<file path="src/design/lwmc_pkg.sv">
// lwmc_pkg: shared constants and types of the lz window match copier
// no dependencies; used by every module of the block
`default_nettype none

package lwmc_pkg;

   // default sizes of the window store and of the longest match
   localparam int WindowDepthDefault = 65536;
   localparam int MaxMatchDefault    = 64;

   // fixed field widths of the stream and register ports
   localparam int SizeW = 17;
   localparam int LenW  = 7;
   localparam int DistW = 17;

   // window size after reset
   localparam logic [SizeW-1:0] SizeReset = 17'h10000;

   // command codes carried in the request tuser
   typedef enum logic {
      CmdLiteral = 1'b0,
      CmdMatch   = 1'b1
   } cmd_type;

   // one byte slot travelling from the sequencer into the write stage
   typedef struct packed {
      logic       valid;
      logic       mem_rd;
      logic       zero;
      logic       wr;
      logic       byte_valid;
      logic       status;
      logic       last;
      logic [7:0] lit;
   } issue_type;

   // one result as held in the output queue
   typedef struct packed {
      logic       last;
      logic       status;
      logic       byte_valid;
      logic [7:0] data;
   } result_type;

endpackage

`default_nettype wire

</file>
<file path="src/design/lwmc_seq.sv">
// lwmc_seq: command decode, window bounds checks and per-byte issue sequencer
// depends on lwmc_pkg
`default_nettype none

module lwmc_seq #(
   parameter int WINDOW_DEPTH = lwmc_pkg::WindowDepthDefault,
   parameter int MAX_MATCH    = lwmc_pkg::MaxMatchDefault
) (
   input  wire logic                            clock,
   input  wire logic                            reset,
   input  wire logic                            csr_wr_en,
   input  wire logic [lwmc_pkg::SizeW-1:0]      csr_wr_data,
   input  wire logic                            req_valid,
   output logic                                 req_ready,
   input  wire logic                            req_command,
   input  wire logic [7:0]                      req_literal,
   input  wire logic [lwmc_pkg::LenW-1:0]       req_length,
   input  wire logic [lwmc_pkg::DistW-1:0]      req_distance,
   input  wire logic                            issue_ok,
   output lwmc_pkg::issue_type                  issue,
   output logic [$clog2(WINDOW_DEPTH)-1:0]      rd_addr,
   output logic [$clog2(WINDOW_DEPTH)-1:0]      wr_addr,
   output logic                                 busy
);

   localparam int AW = $clog2(WINDOW_DEPTH);
   localparam int PW = $clog2(WINDOW_DEPTH + 1);
   localparam int CW = ((PW > lwmc_pkg::SizeW) ? PW : lwmc_pkg::SizeW) + 1;

   logic [lwmc_pkg::SizeW-1:0] size_ff, size_in;
   logic [PW-1:0]              pos_ff, pos_in;
   logic                       busy_ff, busy_in;
   logic                       zero_ff, zero_in;
   logic [lwmc_pkg::LenW-1:0]  remain_ff, remain_in;
   logic [AW-1:0]              src_ff, src_in;
   logic [AW-1:0]              dst_ff, dst_in;

   logic          accept;
   logic          is_match;
   logic [CW-1:0] size_w;
   logic [CW-1:0] usable_w;
   logic [CW-1:0] pos_w;
   logic [CW-1:0] dist_w;
   logic [CW-1:0] end_w;
   logic          lit_reject;
   logic          match_reject;
   logic          match_empty;
   logic          match_zero_fill;

   assign accept    = req_valid && req_ready;
   assign req_ready = !busy_ff && issue_ok;
   assign busy      = busy_ff;
   assign is_match  = (req_command == lwmc_pkg::CmdMatch);

   // bounds checks against the usable window size
   always_comb begin
      size_w          = CW'(size_ff);
      usable_w        = (size_w > CW'(WINDOW_DEPTH)) ? CW'(WINDOW_DEPTH) : size_w;
      pos_w           = CW'(pos_ff);
      dist_w          = CW'(req_distance);
      end_w           = pos_w + CW'(req_length);
      lit_reject      = (pos_w >= usable_w);
      match_reject    = (req_length > lwmc_pkg::LenW'(MAX_MATCH)) || (end_w > usable_w);
      match_empty     = (req_length == '0);
      match_zero_fill = (req_distance == '0) || (dist_w > pos_w);
   end

   // issue slot toward the write stage
   always_comb begin
      issue   = '0;
      rd_addr = src_ff;
      wr_addr = dst_ff;
      if (busy_ff) begin
         if (issue_ok) begin
            issue.valid      = 1'b1;
            issue.mem_rd     = !zero_ff;
            issue.zero       = zero_ff;
            issue.wr         = 1'b1;
            issue.byte_valid = 1'b1;
            issue.last       = (remain_ff == lwmc_pkg::LenW'(1));
         end
      end else if (accept) begin
         wr_addr = pos_ff[AW-1:0];
         if (!is_match) begin
            issue.valid = 1'b1;
            issue.last  = 1'b1;
            if (lit_reject) begin
               issue.status = 1'b1;
            end else begin
               issue.wr         = 1'b1;
               issue.byte_valid = 1'b1;
               issue.lit        = req_literal;
            end
         end else if (match_reject || match_empty) begin
            issue.valid  = 1'b1;
            issue.last   = 1'b1;
            issue.status = match_reject;
         end
      end
   end

   // next state of the position and the match walker
   always_comb begin
      size_in   = size_ff;
      pos_in    = pos_ff;
      busy_in   = busy_ff;
      zero_in   = zero_ff;
      remain_in = remain_ff;
      src_in    = src_ff;
      dst_in    = dst_ff;
      priority if (csr_wr_en) begin
         size_in = csr_wr_data;
         pos_in  = '0;
         busy_in = 1'b0;
      end else if (busy_ff) begin
         if (issue_ok) begin
            src_in    = src_ff + AW'(1);
            dst_in    = dst_ff + AW'(1);
            remain_in = remain_ff - lwmc_pkg::LenW'(1);
            if (remain_ff == lwmc_pkg::LenW'(1)) begin
               busy_in = 1'b0;
            end
         end
      end else if (accept) begin
         if (!is_match) begin
            if (!lit_reject) begin
               pos_in = pos_ff + PW'(1);
            end
         end else if (!match_reject && !match_empty) begin
            busy_in   = 1'b1;
            zero_in   = match_zero_fill;
            remain_in = req_length;
            src_in    = AW'(pos_w - dist_w);
            dst_in    = pos_ff[AW-1:0];
            pos_in    = PW'(end_w);
         end
      end
   end

   always_ff @(posedge clock) begin
      if (reset) begin
         size_ff <= lwmc_pkg::SizeReset;
         pos_ff  <= '0;
         busy_ff <= 1'b0;
      end else begin
         size_ff <= size_in;
         pos_ff  <= pos_in;
         busy_ff <= busy_in;
      end
      zero_ff   <= zero_in;
      remain_ff <= remain_in;
      src_ff    <= src_in;
      dst_ff    <= dst_in;
   end

endmodule

`default_nettype wire

</file>
<file path="config.mk">
export PLATFORM = sky130hd
export DESIGN_NAME = lwmc_seq
export DESIGN_NICKNAME = d
export VERILOG_FILES = /design/src/design/lwmc_pkg.sv /design/src/design/lwmc_seq.sv
export SDC_FILE = /design/constraint.sdc
export NUM_CORES = 1
export LEC_CHECK = 0
export BUFFER_PORTS_ARGS = -buffer_cell sky130_fd_sc_hd__buf_2
export CAP_MARGIN = 20
export CORE_ASPECT_RATIO = 0.7
export CORE_UTILIZATION = 50
export DETAILED_ROUTE_END_ITERATION = 10
export GPL_TIMING_DRIVEN = 0
export PLACE_DENSITY = 0.74
export SLEW_MARGIN = 30
export SYNTH_ARGS = -nofsm -noshare
export SYNTH_HDL_FRONTEND = slang
export SYNTH_SLANG_ARGS = --single-unit
</file>
<file path="constraint.sdc">
create_clock -name clock -period 5.3 [get_ports clock]
set_clock_uncertainty 0.1 [all_clocks]
set_input_delay 0.265 -clock clock [delete_from_list [all_inputs] [get_ports clock]]
set_output_delay 0.265 -clock clock [all_outputs]
set_load 0.05 [all_outputs]
</file>
# --- Word-level counts from Yosys, hierarchy flattened ---
# Cells that the tools add are included.
word_totals:
  reg_bits: 75
  input_bits: 55
  out_inout_bits: 49
  word_cells: 89
classes:
  add_sub_neg: 6
  magnitude_cmp: 5
  n_eq_ne: 4
  muxes: 46
  bitwise: 2
  reduce_logical: 19
ops:
  columns: ["op", "count"]
  rows:
  - ["2-to-1 mux 16 bit", 12]
  - ["2-to-1 mux 17 bit", 4]
  - ["2-to-1 mux 7 bit", 5]
  - ["adder 16 x 1 -> 16 bit, second input constant", 2]
  - ["2-to-1 mux 8 bit", 3]
  - ["adder 17 x 7 -> 18 bit", 1]
  - ["> comparator 18 x 17 -> 1 bit", 1]
  - ["adder 17 x 1 -> 17 bit, second input constant", 1]
  - ["greater-or-equal comparator 17 bit", 1]
  - ["> comparator 17 bit", 1]
  - ["> comparator 17 bit, second input constant", 1]
  - ["zero test 17 bit", 1]
  - ["subtractor 16 bit", 1]
  - ["2-to-1 mux 1 bit", 14]
  - ["2-to-1 mux 12 bit", 1]
  - ["2-to-1 mux 2 bit", 6]
  - ["AND reduction 5 bit", 2]
  - ["equality test 7 x 1 -> 1 bit, second input constant", 1]
  - ["> comparator 7 bit, second input constant", 1]
  - ["zero test 7 bit", 1]
  - ["subtractor 7 x 1 -> 7 bit, second input constant", 1]
  - ["nonzero test 2 bit", 3]
  - ["2-to-1 mux 5 bit", 1]
  - ["zero test 1 bit", 4]
  - ["7 further kinds", 13]

# --- Logic depth before layout (Yosys ltp) ---
logic_depth:
  ltp_word: 10
  mapped_depth: 19
  depth_no_buf: 17

# --- Least setup slack after synthesis ---
# OpenSTA, ideal clock, no wires.
synth_path:
  path_kind: "register -> register"
  start: "reg pos_ff[0]"
  end: "reg dst_ff[0] (enable)"
  setup_ns: 0.448
  arrival_time_ns: 5.278
  required_ns: 4.752
  slack_ns: -0.526
  path_stages_with_launch: 18
  n_path_buf: 2
  cell_sequence: "dfxtp_1 -> ha_1 -> fa_1 -> a21o_1 -> a21oi_1 -> nor2_1 -> o21a_1 -> and3_1 -> nand3_1 -> xnor2_1 -> ha_1 -> nand4_1 -> nor4_1 -> and4_1 -> o2111ai_2 -> buf_6 -> buf_8 -> a21oi_1"
synth_via:
  elab_chain_len: 7
synth_lines:
  columns: ["element", "line", "rtl"]
  rows:
  - ["from (decl)", "lwmc_seq.sv:31", "logic [PW-1:0] pos_ff, pos_in;"]
  - ["from (signal assigned)", "lwmc_seq.sv:147", "pos_ff <= pos_in;"]
  - ["adder 17 x 7 -> 18 bit", "lwmc_seq.sv:61", "end_w = pos_w + CW'(req_length);"]
  - ["> comparator 18 x 17 -> 1 bit", "lwmc_seq.sv:63", "match_reject = (req_length > lwmc_pkg::LenW'(MAX_MATCH)) || (end_w > usable_w);"]
  - ["logical OR 1 bit", "lwmc_seq.sv:63", null]
  - ["zero test 1 bit", "lwmc_seq.sv:129", "end else if (!match_reject && !match_empty) begin"]
  - ["logical AND 1 bit", "lwmc_seq.sv:129", null]
  - ["nonzero test 2 bit (no source line)", null, null]
  - ["AND reduction 5 bit (no source line)", null, null]
  - ["to (signal assigned)", "lwmc_seq.sv:153", "dst_ff <= dst_in;"]
  - ["to (decl)", "lwmc_seq.sv:36", "logic [AW-1:0] dst_ff, dst_in;"]
# No other way between the ends.
# A chain may end at the register's enable or synchronous reset.

==> run_results.csv <==
group,metric,value,unit
run_status,status,"completed",
floorplanning,start_util,51.2,%
final_layout,syn2layout_area_growth,16.7,%
timing,fmax,199,MHz
clock_network,cts.hold.buffers_added,0,
floorplanning,chipHeight,99.1,um
clock_network,cts_buffers,9,
timing,setup_viol,0,
timing,fin_crit_sh,95.0,%
timing,worstMarginPinSlew,0.757,ns
final_layout,antennaDiodeCount,0,
placement,placed_cells,1091,
pwr,vdd_drop_max,182,uV
clock_network,path_clk_slew,0.06,ns
clock_network,insertion_delay,0.35,ns
grt,grt_pass1_wl,31200,um
timing,slew_headroom,49.6,%
synthesis,post_synth.cell_area_avg,8.20,um^2
clock_network,cts.sinks,75,
clock_network,htreeDepth,3,
timing,hold_viol,0,
pwr,leakage,3.43,nW
route,vias,6555,
pwr,powerDensity,212,mW/mm^2
final_layout,fin_nets,1073,
floorplanning,io_pins,104,
synthesis,synth_edf_count,40,
floorplanning,rows,35,
synthesis,syn_nets,956,
worst_setup_path,cp-start-kind,"flop",
synthesis,mappedNetlistArea,0.00673,mm^2
route,ant_nets,0,
synthesis,yosysWarnings,0,
synthesis,synthDistinctLibCells,64,
hold_path,hp-class,"primary input to flop",
route,drc_errors,0,
grt,grt_pass1_vias,5855,
worst_setup_path,critPathKind,"flop to output pin",
synthesis,seq_area_frac_synth,28.3,%
clock_network,cts_root_buf,"clkbuf_16",
route,wl,19900,um
route,viasPerCell,5.91,
floorplanning,core_area,0.0131,mm^2
route,first_pass_iters,7,
placement,gp_congestion,0.921,
clock_network,cts_max_path_buffers,2,
placement,io_buffer_count,102,
grt,grt_max_degree,16,
floorplanning,die_x,141,um
grt,grtUsageTotal,29.0,%
worst_setup_path,cp-end-kind,"output pin",
floorplanning,dieArea,0.0139,mm^2
timing,whs,0.0494,ns
final_layout,stdcell_count,1109,
synthesis,async_reset_ff_share,0,%
worst_setup_path,worstPathMaxFanout,7,
worst_setup_path,critPathArrivalTime,4.67,ns
timing,slew_violations,0,
route,wl_per_cell,17.9,um
worst_setup_path,crit_required,4.93,ns
clock_network,cts_tree,"built",
placement,dpl.hpwl,15800,um
synthesis,ys_ff_latch,75,
route,drt_iter0_drc,670,
grt,antenna_found_initial,0,
timing,grt_setup_unrepaired,"false",
timing,layout_min_cycle_time,5.04,ns
timing,setup_tns,0,ns
synthesis,synth-main-ff-cell,"edfxtp_1",
grt,grt_remaining_overflow,0,
job,max_cap_viol_count,0,
synthesis,synthCells,821,
final_layout,drive_gt1_share,16.4,%
[cell usage after synthesis, types with 5 or more instances]
cell type  number  area, um^2
dfxtp_1        35         701
edfxtp_1       40        1200
nand3_1        23         115
xor2_1         22         193
nand2_1        99         372
o21ai_0        38         190
nor4_1         14        87.6
inv_1          61         229
nor2_1         93         349
o32ai_1         5        43.8
a21o_1         14         105
ha_1           78         976
mux2i_1        29         290
a21oi_1        58         290
a22oi_1         6        45.0
o31ai_1         6        45.0
nor2b_1         6        37.5
clkbuf_1       22        82.6
a211oi_2        8         100
a211oi_1        8        60.1
o21a_1          7        52.6
and2_1          5        31.3
nand4_1        13        81.3
xnor2_1        32         280
nor3_1         10        50.1
and3_1         13        81.3
[area by class of cell]
class,count,area [um^2]
buffer,32,159
clock buffer,11,243
clock inverter,5,77.6
fill,1205,5280
inverter,63,236
multi-input combinational,651,4450
sequential,75,1900
tap,166,208
timing repair buffer,106,581
[repair_timing]
item,CTS,global route
resized for setup,0,1
setup buffers,0,2
endpoints found under the setup margin,0,17
[layer usage]
| layer | part of all wire (%) | GRT usage [%] | vias up |
|---|---|---|---|
| li1 | - | - | 3167 |
| met1 | 48 | 43.4 | 3041 |
| met2 | 41 | 42.1 | 332 |
| met3 | 10 | 6.80 | 15 |
| met4 | 0.85 | 6.10 | 0 |
| met5 | 0 | 0 | - |
[sequential cells by signal (all words and copies together), names as in the netlist]
name / cells
dst_ff: 16
busy: 1
size_ff: 17
zero_ff: 1
rd_addr: 16
pos_ff: 17
remain_ff: 7
[metrics by stage]
stage	instance area [um^2]	utilization (%)	total power [W]	setup WS, ns
floorplan	6730	-	0.000883	0.353
global placement	7450	56.7	0.000980	-0.656
detailed placement	7510	57.2	0.000987	0.234
CTS	7840	59.6	0.00166	0.168
global route	7860	59.8	0.00172	0.0196
finish	7860	59.8	0.00167	0.262
[path summary, 6_finish.rpt]
path	start	endpoint	slack [ns]	depth (start not counted)
worst min register to register	size_ff[0]$_SDFFE_PP0P_	size_ff[0]$_SDFFE_PP0P_	0.42	2
worst max-delay path	pos_ff[0]$_SDFFE_PP0P_	issue[8]	0.26	18
worst min-delay path	csr_wr_data[16]	size_ff[16]$_SDFFE_PP1P_	0.05	3
worst max register to register	pos_ff[0]$_SDFFE_PP0P_	remain_ff[4]$_DFFE_PP_	0.49	19
[where the power goes]
group | internal (W) | total (W) | switching, W
clock network | 0.000424 | 0.000682 | 0.000257
logic | 0.000119 | 0.000341 | 0.000222
registers | 0.000628 | 0.000643 | 0.0000150
[critical path: stages, from the launching register on]
cell and delay [ns]:
dfxtp_1 0.40, ha_1 0.27, fa_1 0.41, a21o_1 0.17, a21oi_1 0.28, nor2_1 0.12, o21a_1 0.22, and3_1 0.24
nand3_1 0.12, xnor2_1 0.08, ha_1 0.30, o21ai_0 0.06, o21ai_0 0.22, a21oi_1 0.10, a211o_1 0.33, or2_2 0.30
a31oi_2 0.28, a31o_2 0.17, buf_2 0.26
[logic make-up (layout without fill, tap and decap cells)]
family                     count (synthesis)  in the layout  synth area share (%)
AOI/OAI and AO/OA                        190            190                  19.1
xor gates and xnor gates                  54             54                  7.03
adders and majority gates                 80             80                  15.1
buffers and inverters                     95            217                  5.87
DFF                                       75             75                  28.3
muxes                                     29             29                  4.31
and+or+nand+nor                          298            298                  20.3
[cell usage in the layout, fill, tap and decap left out, types with 7 or more instances in the layout]
| master | instances |
|---|---|
| inv_1 | 61 |
| dfxtp_1 | 35 |
| xor2_1 | 22 |
| o21a_1 | 7 |
| ha_1 | 78 |
| nand4_1 | 13 |
| nand2_1 | 99 |
| mux2i_1 | 29 |
| a21oi_1 | 57 |
| nor4_1 | 14 |
| and3_1 | 13 |
| xnor2_1 | 32 |
| a211oi_1 | 8 |
| a211oi_2 | 8 |
| nor3_1 | 10 |
| edfxtp_1 | 40 |
| clkbuf_16 | 9 |
| nor2_1 | 93 |
| nand3_1 | 23 |
| buf_2 | 103 |
| o21ai_0 | 38 |
| clkbuf_1 | 23 |
| a21o_1 | 14 |
No activity file was read; power rests on OpenSTA's default activity.
