**src/design/lwmc_pkg.sv**
```systemverilog
// lwmc_pkg: shared constants and types of the lz window match copier
// no dependencies; used by every module of the block
`default_nettype none

package lwmc_pkg;

   // default sizes of the window store and of the longest match
   localparam int WindowDepthDefault = 65536;
   localparam int MaxMatchDefault    = 64;

   // fixed field widths of the stream and register ports
   localparam int SizeW = 17;
   localparam int LenW  = 7;
   localparam int DistW = 17;

   // window size after reset
   localparam logic [SizeW-1:0] SizeReset = 17'h10000;

   // command codes carried in the request tuser
   typedef enum logic {
      CmdLiteral = 1'b0,
      CmdMatch   = 1'b1
   } cmd_type;

   // one byte slot travelling from the sequencer into the write stage
   typedef struct packed {
      logic       valid;
      logic       mem_rd;
      logic       zero;
      logic       wr;
      logic       byte_valid;
      logic       status;
      logic       last;
      logic [7:0] lit;
   } issue_type;

   // one result as held in the output queue
   typedef struct packed {
      logic       last;
      logic       status;
      logic       byte_valid;
      logic [7:0] data;
   } result_type;

endpackage

`default_nettype wire

```
**src/design/lwmc_outq.sv**
```systemverilog
// lwmc_outq: two-entry result queue that decouples the write stage from rsp stalls
// depends on lwmc_pkg
`default_nettype none

module lwmc_outq (
   input  wire logic                 clock,
   input  wire logic                 reset,
   input  wire logic                 push,
   input  wire lwmc_pkg::result_type push_data,
   output logic                      pop_valid,
   input  wire logic                 pop_ready,
   output lwmc_pkg::result_type      pop_data,
   output logic                      issue_ok,
   output logic [1:0]                count
);

   lwmc_pkg::result_type ent_ff [2];
   logic                 rd_ptr_ff, rd_ptr_in;
   logic                 wr_ptr_ff, wr_ptr_in;
   logic [1:0]           count_ff, count_in;
   logic                 pop;
   logic [2:0]           occ;

   assign pop       = pop_valid && pop_ready;
   assign pop_valid = (count_ff != 2'd0);
   assign pop_data  = ent_ff[rd_ptr_ff];
   assign count     = count_ff;

   // room for one more slot issued now, counting the one in the write stage
   assign occ      = 3'(count_ff) + 3'(push) - 3'(pop);
   assign issue_ok = (occ < 3'd2);

   always_comb begin
      rd_ptr_in = rd_ptr_ff ^ pop;
      wr_ptr_in = wr_ptr_ff ^ push;
      count_in  = 2'(occ);
   end

   always_ff @(posedge clock) begin
      if (reset) begin
         rd_ptr_ff <= 1'b0;
         wr_ptr_ff <= 1'b0;
         count_ff  <= 2'd0;
      end else begin
         rd_ptr_ff <= rd_ptr_in;
         wr_ptr_ff <= wr_ptr_in;
         count_ff  <= count_in;
      end
      if (push) begin
         ent_ff[wr_ptr_ff] <= push_data;
      end
   end

endmodule

`default_nettype wire

```
**config.mk**
```make
export PLATFORM = sky130hd
export DESIGN_NAME = lwmc_outq
export DESIGN_NICKNAME = d
export VERILOG_FILES = /design/src/design/lwmc_pkg.sv /design/src/design/lwmc_outq.sv
export SDC_FILE = /design/constraint.sdc
export NUM_CORES = 1
export LEC_CHECK = 0
export BUFFER_PORTS_ARGS = -buffer_cell sky130_fd_sc_hd__buf_2
export CAP_MARGIN = 20
export CORE_MARGIN = 2
export CORE_UTILIZATION = 40
export CTS_CLUSTER_DIAMETER = 100
export CTS_CLUSTER_SIZE = 8
export DETAILED_ROUTE_END_ITERATION = 10
export HOLD_SLACK_MARGIN = 0.15
export PLACE_DENSITY = 0.63
export SETUP_SLACK_MARGIN = 0.2
export SLEW_MARGIN = 5
export SYNTH_ARGS = -nofsm -noshare
export SYNTH_HDL_FRONTEND = slang
export SYNTH_SLANG_ARGS = --single-unit
```
**constraint.sdc**
```tcl
create_clock -name clock -period 3.6 [get_ports clock]
set_input_delay 0.18 -clock clock [delete_from_list [all_inputs] [get_ports clock]]
set_output_delay 0.18 -clock clock [all_outputs]
set_load 0.01 [all_outputs]
```
# After elaboration in Yosys (flattened, before gate mapping)
# Memory sizes are Yosys's and may differ from the RTL's. A register that Yosys moved wholly into a read port is not among the register bits.
# Index checks and enable logic that the tools add are counted.
word_totals:
  reg_bits: 4
  latchBits: 0
  ram_bits: 22
  romBits: 0
  input_bits: 15
  output_inout_bits: 15
  elab_cells: 14
  memories: 1
memory_table:
  columns: ["name", "words", "word_bits", "read_ports", "rd_ports_with_merged_regs", "wr", "line", "source"]
  rows:
  - ["ent_ff", 2, 11, 1, 1, 1, "lwmc_outq.sv:17", "lwmc_pkg::result_type ent_ff [2];"]
op_classes:
  add_sub_neg: 2
  multipliers: 0
  n_div: 0
  order_cmp: 1
  eq_ne: 0
  shift: 0
  n_mux: 3
  bitwise_logic: 2
  reduce_logical: 2
ops:
  columns: ["cell", "count"]
  rows:
  - ["adder 2 x 1 -> 3 bit", 1]
  - ["< comparator 3 x 2 -> 1 bit (second input constant)", 1]
  - ["2-to-1 mux 1 bit", 3]
  - ["subtractor 3 x 1 -> 3 bit", 1]
  - ["nonzero test 2 bit", 1]
  - ["XOR 1 bit", 2]
  - ["logical AND 1 bit", 1]

# Logic depth before layout (Yosys ltp)
# Gate-level depths: netlist (run 1).
depth:
  depth_word: 4
  depth_mapped: 7
  ltp_nobuf: 7

# Worst setup path before layout (run 1)
# Ideal clock, no wire load.
synth_path:
  kind: "flip-flop to output port"
  startpoint: "reg count_ff[1] (netlist: count[1])"
  endpoint: "out issue_ok"
  arrival_time_ps: 1702
  required_ps: 3420
  path_slack_ps: 1718
  stages_incl_launch_ff: 8
  n_path_buf: 0
  path_cell_list: "dfxtp_1 > o21a_1 > ha_1 > inv_1 > ha_1 > fa_1 > xnor2_1 > nor2_1"
synth_between:
  elab_chain_cells: 4
synth_lines:
  columns: ["element", "line", "source"]
  rows:
  - ["start, declared", "lwmc_outq.sv:20", "logic [1:0] count_ff, count_in;"]
  - ["start signal, assigned", "lwmc_outq.sv:47", "count_ff <= count_in;"]
  - ["parallel branches: the longest is 2 deep, another holds adder 2 x 1 -> 3 bit", null, null]
  - ["subtractor 3 x 1 -> 3 bit *", "lwmc_outq.sv:30", "assign occ = 3'(count_ff) + 3'(push) - 3'(pop);"]
  - ["< comparator 3 x 2 -> 1 bit *", "lwmc_outq.sv:31", "assign issue_ok = (occ < 3'd2);"]
  - ["end, declared", "lwmc_outq.sv:13", "output logic issue_ok,"]
# Every way passes the cells marked *.

# Final worst setup path (run 1)
# Same ends and word-level chain as after synthesis.

==> out/results.ini, run 1 <==
[timing]
fmax_mhz = 429
timing.final.ws_setup_ps = 1270
rsz0062_at_grt = no
maxSlewViolCount = 0
slew_headroom_pct = 62.4
fin_worst_skew_ps = 10.3
worst_pin_slew_ps = 564
fin_crit_sh_pct = 64.7
hold_viol = 0
setup_viol = 0
min_period_ps = 2330
holdWs_ps = 189
totalNegativeSetupSlack_ps = 0

[layout]
seqCellArea_um2 = 741
n_antenna_cell = 0
final_nets = 123
drive_gt1_share_pct = 44.6
n_fill_cell = 210
multiInputGateArea_um2 = 264
postLayoutCellArea_mm2 = 0.00135
fin_util_pct = 54.9
area_growth_pct = 30.4
fin_cells = 131

[power]
ir_worst_vdd_mv = 0.559
leakage_nw = 0.554
p_clk_share_pct = 14.9
intPower_mw = 0.540
combPwrFrac_pct = 34.7
switching_share_pct = 30.1
seqPwrFrac_pct = 50.4
p_per_area_mw_per_mm2 = 572
p_total_mw = 0.772
p_sw_mw = 0.232

[synth]
async_flop_share_pct = 0
synth-main-ff-cell = edfxtp_1
ys_seq_area_share_pct = 71.6
synth_area_leaders = edfxtp_1 64%, mux2_2 12%, dfxtp_1 7.7%, ha_1 4.8%, fa_1 1.9%
yosysMostFrequentCell = edfxtp_1
syn_nets = 78
synthCells = 58
synth_top_cell_area_share_pct = 63.8
synth_common_cells = 22 x edfxtp_1, 11 x mux2_2, 5 x inv_1
synth_cell_type_count = 14
avgSynthCellArea_um2 = 17.8
synth_edf_count = 22
ys_warn_count = 0
ys_ff_latch = 26
synth.largest_area_cell = edfxtp_1
synthesis.area_mm2 = 0.00103

[routing]
wl_met1_um = 697
met3_length_um = 92
wl_met2_um = 835
wl_um = 1640
dr.pass1.iters = 4
top_layer_used = met4
ant_nets = 0
wl_per_cell_um = 12.5
viasPerCell = 4.62
vias = 605
drc_errors = 0
drt_iter0_markers = 2

[worst_hold_path]
min_from = push
whs_endpoint = wr_ptr_ff
min_path_type = input pin to flip-flop
hold_depth = 3

[clocking]
clock_sink_count = 26
insertion_delay_ps = 310
hold_buffers = 12
clockRootBuffer = clkbuf_4
cts_buffers = 3
cts_buffer_depth = 2
clk_pin_slew_worst_paths_ps = 130
cts_setup_buffers = 0
ctsResizeCount = 0
h-tree-depth = 1
cts_tree = done

[critical_path]
r2r_slack_ps = 1790
crit_fanout = 4
cpMostUsedCell = ha_1
r2r_start = count[1]
r2r_cells = 6
arrival_ps = 2150
cpPeakStageDelay_ps = 380
critPathCaptureType = primary output
cp_cell_sequence = o21a_1 -> ha_1 -> inv_1 -> ha_1 -> fa_1 -> xnor2_1 -> nor2_1 -> buf_2
r2r-end = count[1]
crit_required_ps = 3420
start_kind = flip-flop
worstSetupPathType = flip-flop to primary output
cp_slowest_cell = fa_1

[placed_design]
numPortBuffers = 29
routabilityCongestion = 0.688
place_inst = 116
place_ws_ps = 1630
place_area_mm2 = 0.00121

[floorplanning]
die_h_um = 54.9
core_mm2 = 0.00245
start_util_pct = 42.2
die_area_mm2 = 0.00301
num_rows = 18
die_w_um = 54.9
io_pins = 30

[grt]
grt_pass1_wl_um = 2500
grtUsageTotal_pct = 12.2
grt_pass1_vias = 612
grt.overflow.total = 0
grt_max_degree = 14
antenna_found_initial = 0

[outcome]
status = complete, no violations

[run]
drv_cap = 0

-- area by class of cell --
type,count,share of cell area (%)
flip-flops and latches,26,54.9
well taps,30,2.78
inverters,5,1.39
repair buffers,41,19.7
multi-input cells,26,19.6
clock buffers,3,1.67
-- routing by layer --
metal | track usage [%] | vias up
met4 | 6.25 | 0
met3 | 2.46 | 2
met2 | 22.4 | 21
li1 | - | 296
met1 | 12.9 | 286
met5 | 0 | -
-- worst max path at each step --
stage / startpoint / slack (ps) / to / cells after the start
after global placement: count[1] / 1700 / issue_ok / 8
final: count[1] / 1270 / issue_ok / 8
after floorplan: count[1] / 1720 / issue_ok / 7
after global routing: count[1] / 1190 / issue_ok / 8
after detailed placement: count[1] / 1630 / issue_ok / 8
after CTS: count[1] / 1260 / issue_ok / 8
-- sequential cells by signal, summed over array words and instances, names as in the netlist --
signal / cells
ent_ff: 22
count: 2
rd_ptr_ff: 1
wr_ptr_ff: 1
-- cell families after synthesis --
kind of cell             after synthesis  synth area share [%]
adder cells (fa/ha/maj)                5                  6.77
AO/OA/AOI/OAI                          1                 0.726
buffers and inverters                  6                  2.90
flip-flops                            26                  71.6
XOR/XNOR                               1                 0.847
AND/OR/NAND/NOR                        7                  3.75
multiplexers                          12                  13.4
-- cells in the final DEF (no fill, tap or decap) --
cell type and count:
nor2_1 3, ha_1 4, nand2_1 1, clkbuf_4 3, inv_1 5, dfxtp_1 4, o21a_1 1, mux2_2 11
and2b_2 1, buf_2 29, fa_1 1, xnor2_1 1, edfxtp_1 22, dlygate4sd3_1 12, and2b_1 2, mux2_4 1
-- critical path: cells and delay by family, from the launching register on --
family / cells / cell delay (ps)
AND/OR/NAND/NOR: 1 / 100
AO/OA/AOI/OAI: 1 / 230
buffers and inverters: 2 / 180
XOR/XNOR: 1 / 130
flip-flops: 1 / 360
adder cells (fa/ha/maj): 3 / 840
-- power by group through the flow --
| stage | logic, mW | registers (mW) | clock network, mW |
|---|---|---|---|
| after CTS | 0.272 | 0.390 | 0.119 |
| after detailed placement | 0.260 | 0.397 | 0 |
| after global placement | 0.248 | 0.395 | 0 |
| after global routing | 0.299 | 0.394 | 0.128 |
| final | 0.268 | 0.389 | 0.115 |
| after floorplan | 0.176 | 0.386 | 0 |
Power figures use the tool's default switching activity.
==> run 2: changes to the inputs <==
==> constraint.sdc (replaced) <==
create_clock -name clock -period 2.15 [get_ports clock]
set_input_delay 0.1075 -clock clock [delete_from_list [all_inputs] [get_ports clock]]
set_output_delay 0.1075 -clock clock [all_outputs]
set_load 0.01 [all_outputs]
==> run 2 against run 1 <==
The run now ends with setup timing left. Sequential share of layout area decreased by 1.4 points. First-iteration DRC count increased by 50%. Total power increased by 74%. Wire length increased by 3.5%. Sequential cell count unchanged. Non-clock buffer count increased by 4. Combinational power increased by 88%. Global-route usage increased by 0.41 points.
==> out/results.ini, run 2 (same netlist as run 1, synthesis figures left out) <==
[power]
p_total_mw = 1.34  ; was 0.772 mW
p_per_area_mw_per_mm2 = 968  ; was 572 mW/mm^2
ir_worst_vdd_mv = 0.966  ; was 0.559 mV
leakage_nw = 0.573  ; was 0.554 nW

[routing]
wl_um = 1690  ; was 1640 um
dr.pass1.iters = 4  ; unchanged
vias = 626  ; was 605
ant_nets = 0  ; unchanged
viasPerCell = 4.64  ; was 4.62
wl_per_cell_um = 12.5  ; about the same
drc_errors = 0  ; unchanged
drt_iter0_markers = 3  ; was 2

[timing]
setup_viol = 1  ; was 0
holdWs_ps = 212  ; was 189 ps
timing.final.ws_setup_ps = -15.1  ; was 1270 ps
fin_crit_sh_pct = 101
maxSlewViolCount = 0  ; unchanged
slew_headroom_pct = 62.5  ; was 62.4%
totalNegativeSetupSlack_ps = -15.1  ; was 0 ps
hold_viol = 0  ; unchanged
worst_pin_slew_ps = 561  ; was 564 ps
rsz0062_at_grt = yes  ; was no
fmax_mhz = 462
fin_worst_skew_ps = 7.77  ; was 10.3 ps
min_period_ps = 2170

[clocking]
clock_sink_count = 26  ; unchanged
h-tree-depth = 1  ; unchanged
cts_buffers = 3  ; unchanged
cts_buffer_depth = 2  ; unchanged
clockRootBuffer = clkbuf_4  ; unchanged
insertion_delay_ps = 310  ; about the same
cts_tree = done  ; unchanged
clk_pin_slew_worst_paths_ps = 130  ; about the same

[floorplanning]
die_area_mm2 = 0.00301  ; unchanged
core_mm2 = 0.00245  ; unchanged
die_h_um = 54.9  ; unchanged
num_rows = 18  ; unchanged
die_w_um = 54.9  ; unchanged
io_pins = 30  ; unchanged
start_util_pct = 42.2  ; unchanged

[critical_path]
crit_fanout = 2  ; was 4
path_delay_family = adder cells  ; unchanged
critPathCaptureType = primary output  ; unchanged
r2r_cells = 6  ; unchanged
crit_required_ps = 2040  ; was 3420 ps
cp_slowest_cell = fa_2  ; was fa_1
r2r_start = count[1]  ; unchanged
crit_buf_inv = 2  ; unchanged
r2r-end = count[1]  ; unchanged
cp_cell_sequence = o21a_1 -> ha_1 -> inv_1 -> ha_2 -> fa_2 -> nor2_1 -> buf_2  ; was o21a_1 -> ha_1 -> inv_1 -> ha_1 -> fa_1 -> xnor2_1 -> nor2_1 -> buf_2
start_kind = flip-flop  ; unchanged
arrival_ps = 2060  ; was 2150 ps
r2r_slack_ps = 410  ; was 1790 ps
worstSetupPathType = flip-flop to primary output  ; unchanged
cpPeakStageDelay_ps = 550  ; was 380 ps

[outcome]
status = complete, but fails checks  ; was complete, no violations
violations = setup timing

[worst_hold_path]
min_path_type = input pin to flip-flop  ; unchanged
hold_depth = 3  ; unchanged
whs_endpoint = count[0]  ; was wr_ptr_ff
min_from = push  ; unchanged

[layout]
final_nets = 127  ; was 123
area_growth_pct = 34.2  ; was 30.4%
postLayoutCellArea_mm2 = 0.00139  ; was 0.00135 mm^2
drive_gt1_share_pct = 49.5  ; was 44.6%
largest_reg_flops = 22  ; unchanged
n_antenna_cell = 0  ; unchanged
fin_cells = 135  ; was 131
final_common_cell = buf_2  ; unchanged
mostFrequentLayoutCells = 29 x buf_2, 22 x edfxtp_1, 13 x dlygate4sd3_1, 11 x mux2_2, 5 x inv_1  ; was 29 x buf_2, 22 x edfxtp_1, 12 x dlygate4sd3_1, 11 x mux2_2, 5 x inv_1
regMostFlops = ent_ff  ; unchanged
fin_util_pct = 56.6  ; was 54.9%

[grt]
grt_max_degree = 14  ; unchanged
grt_pass1_wl_um = 2600  ; was 2500 um
antenna_found_initial = 0  ; unchanged
grt.overflow.total = 0  ; unchanged
grt_pass1_vias = 658  ; was 612
grtUsageTotal_pct = 12.6  ; was 12.2%

[placed_design]
routabilityCongestion = 0.688  ; unchanged
numPortBuffers = 29  ; unchanged
place_ws_ps = 253  ; was 1630 ps
place_area_mm2 = 0.00121  ; unchanged
place_inst = 116  ; unchanged

[run]
drv_cap = 0  ; unchanged

==> run 2: changes by cell type in the layout (fill, tap and decap cells not counted) <==
cell,previous run,this run
fa_2,0,1
ha_2,0,1
dfxtp_2,0,2
buf_4,0,3
fa_1,1,0
dlygate4sd3_1,12,13
dfxtp_1,4,2
ha_1,4,3
==> run 2: worst max-delay path by stage <==
stage | endpoint | from | cells past startpoint | slack (ps)
5_1_grt | issue_ok | count[1] | 8 | -80
3_5_place_dp | issue_ok | count[1] | 8 | 250
4_1_cts | issue_ok | count[0] | 7 | -30
2_1_floorplan | issue_ok | count[1] | 7 | 340
3_3_place_gp | issue_ok | count[1] | 8 | 330
6_report | issue_ok | count[1] | 7 | -20
==> run 2: what timing repair did <==
action,4_1_cts,5_1_grt
hold buffers,13,0
setup buffers,3,0
resized for setup,4,0
setup endpoints to repair,1,1
pin swaps,2,2
hold endpoints to repair,25,0
==> run 2: worst register-to-register path: cells and delay by family, from the launching register on <==
kind / cells / cell delay, ps
fa+ha+maj: 3 / 900
flops: 1 / 340
compound gates: 1 / 200
simple gates: 1 / 170
buf+inv: 1 / 60
==> run 2: cell type report <==
| class | count | area [um^2] |
|---|---|---|
| fill | 204 | 1070 |
| clock buffer | 3 | 22.5 |
| tap | 30 | 37.5 |
| sequential | 26 | 743 |
| inverter | 5 | 18.8 |
| multi-input combinational | 26 | 269 |
| timing repair buffer | 45 | 298 |
==> run 2: power by group <==
group	total, mW	switching, mW	internal [mW]
combinational	0.503	0.228	0.275
clock	0.193	0.128	0.0654
sequential	0.648	0.0430	0.605
total	1.34	0.399	0.945
==> run 2: metal layers <==
layer	part of all wire [%]	wire (um)	vias up	track usage (%)
met1	40	673	302	12.3
met5	0	0	-	0
li1	-	-	303	-
met4	0.65	11	0	6.67
met2	54	917	19	24.4
met3	5.3	90	2	2.46
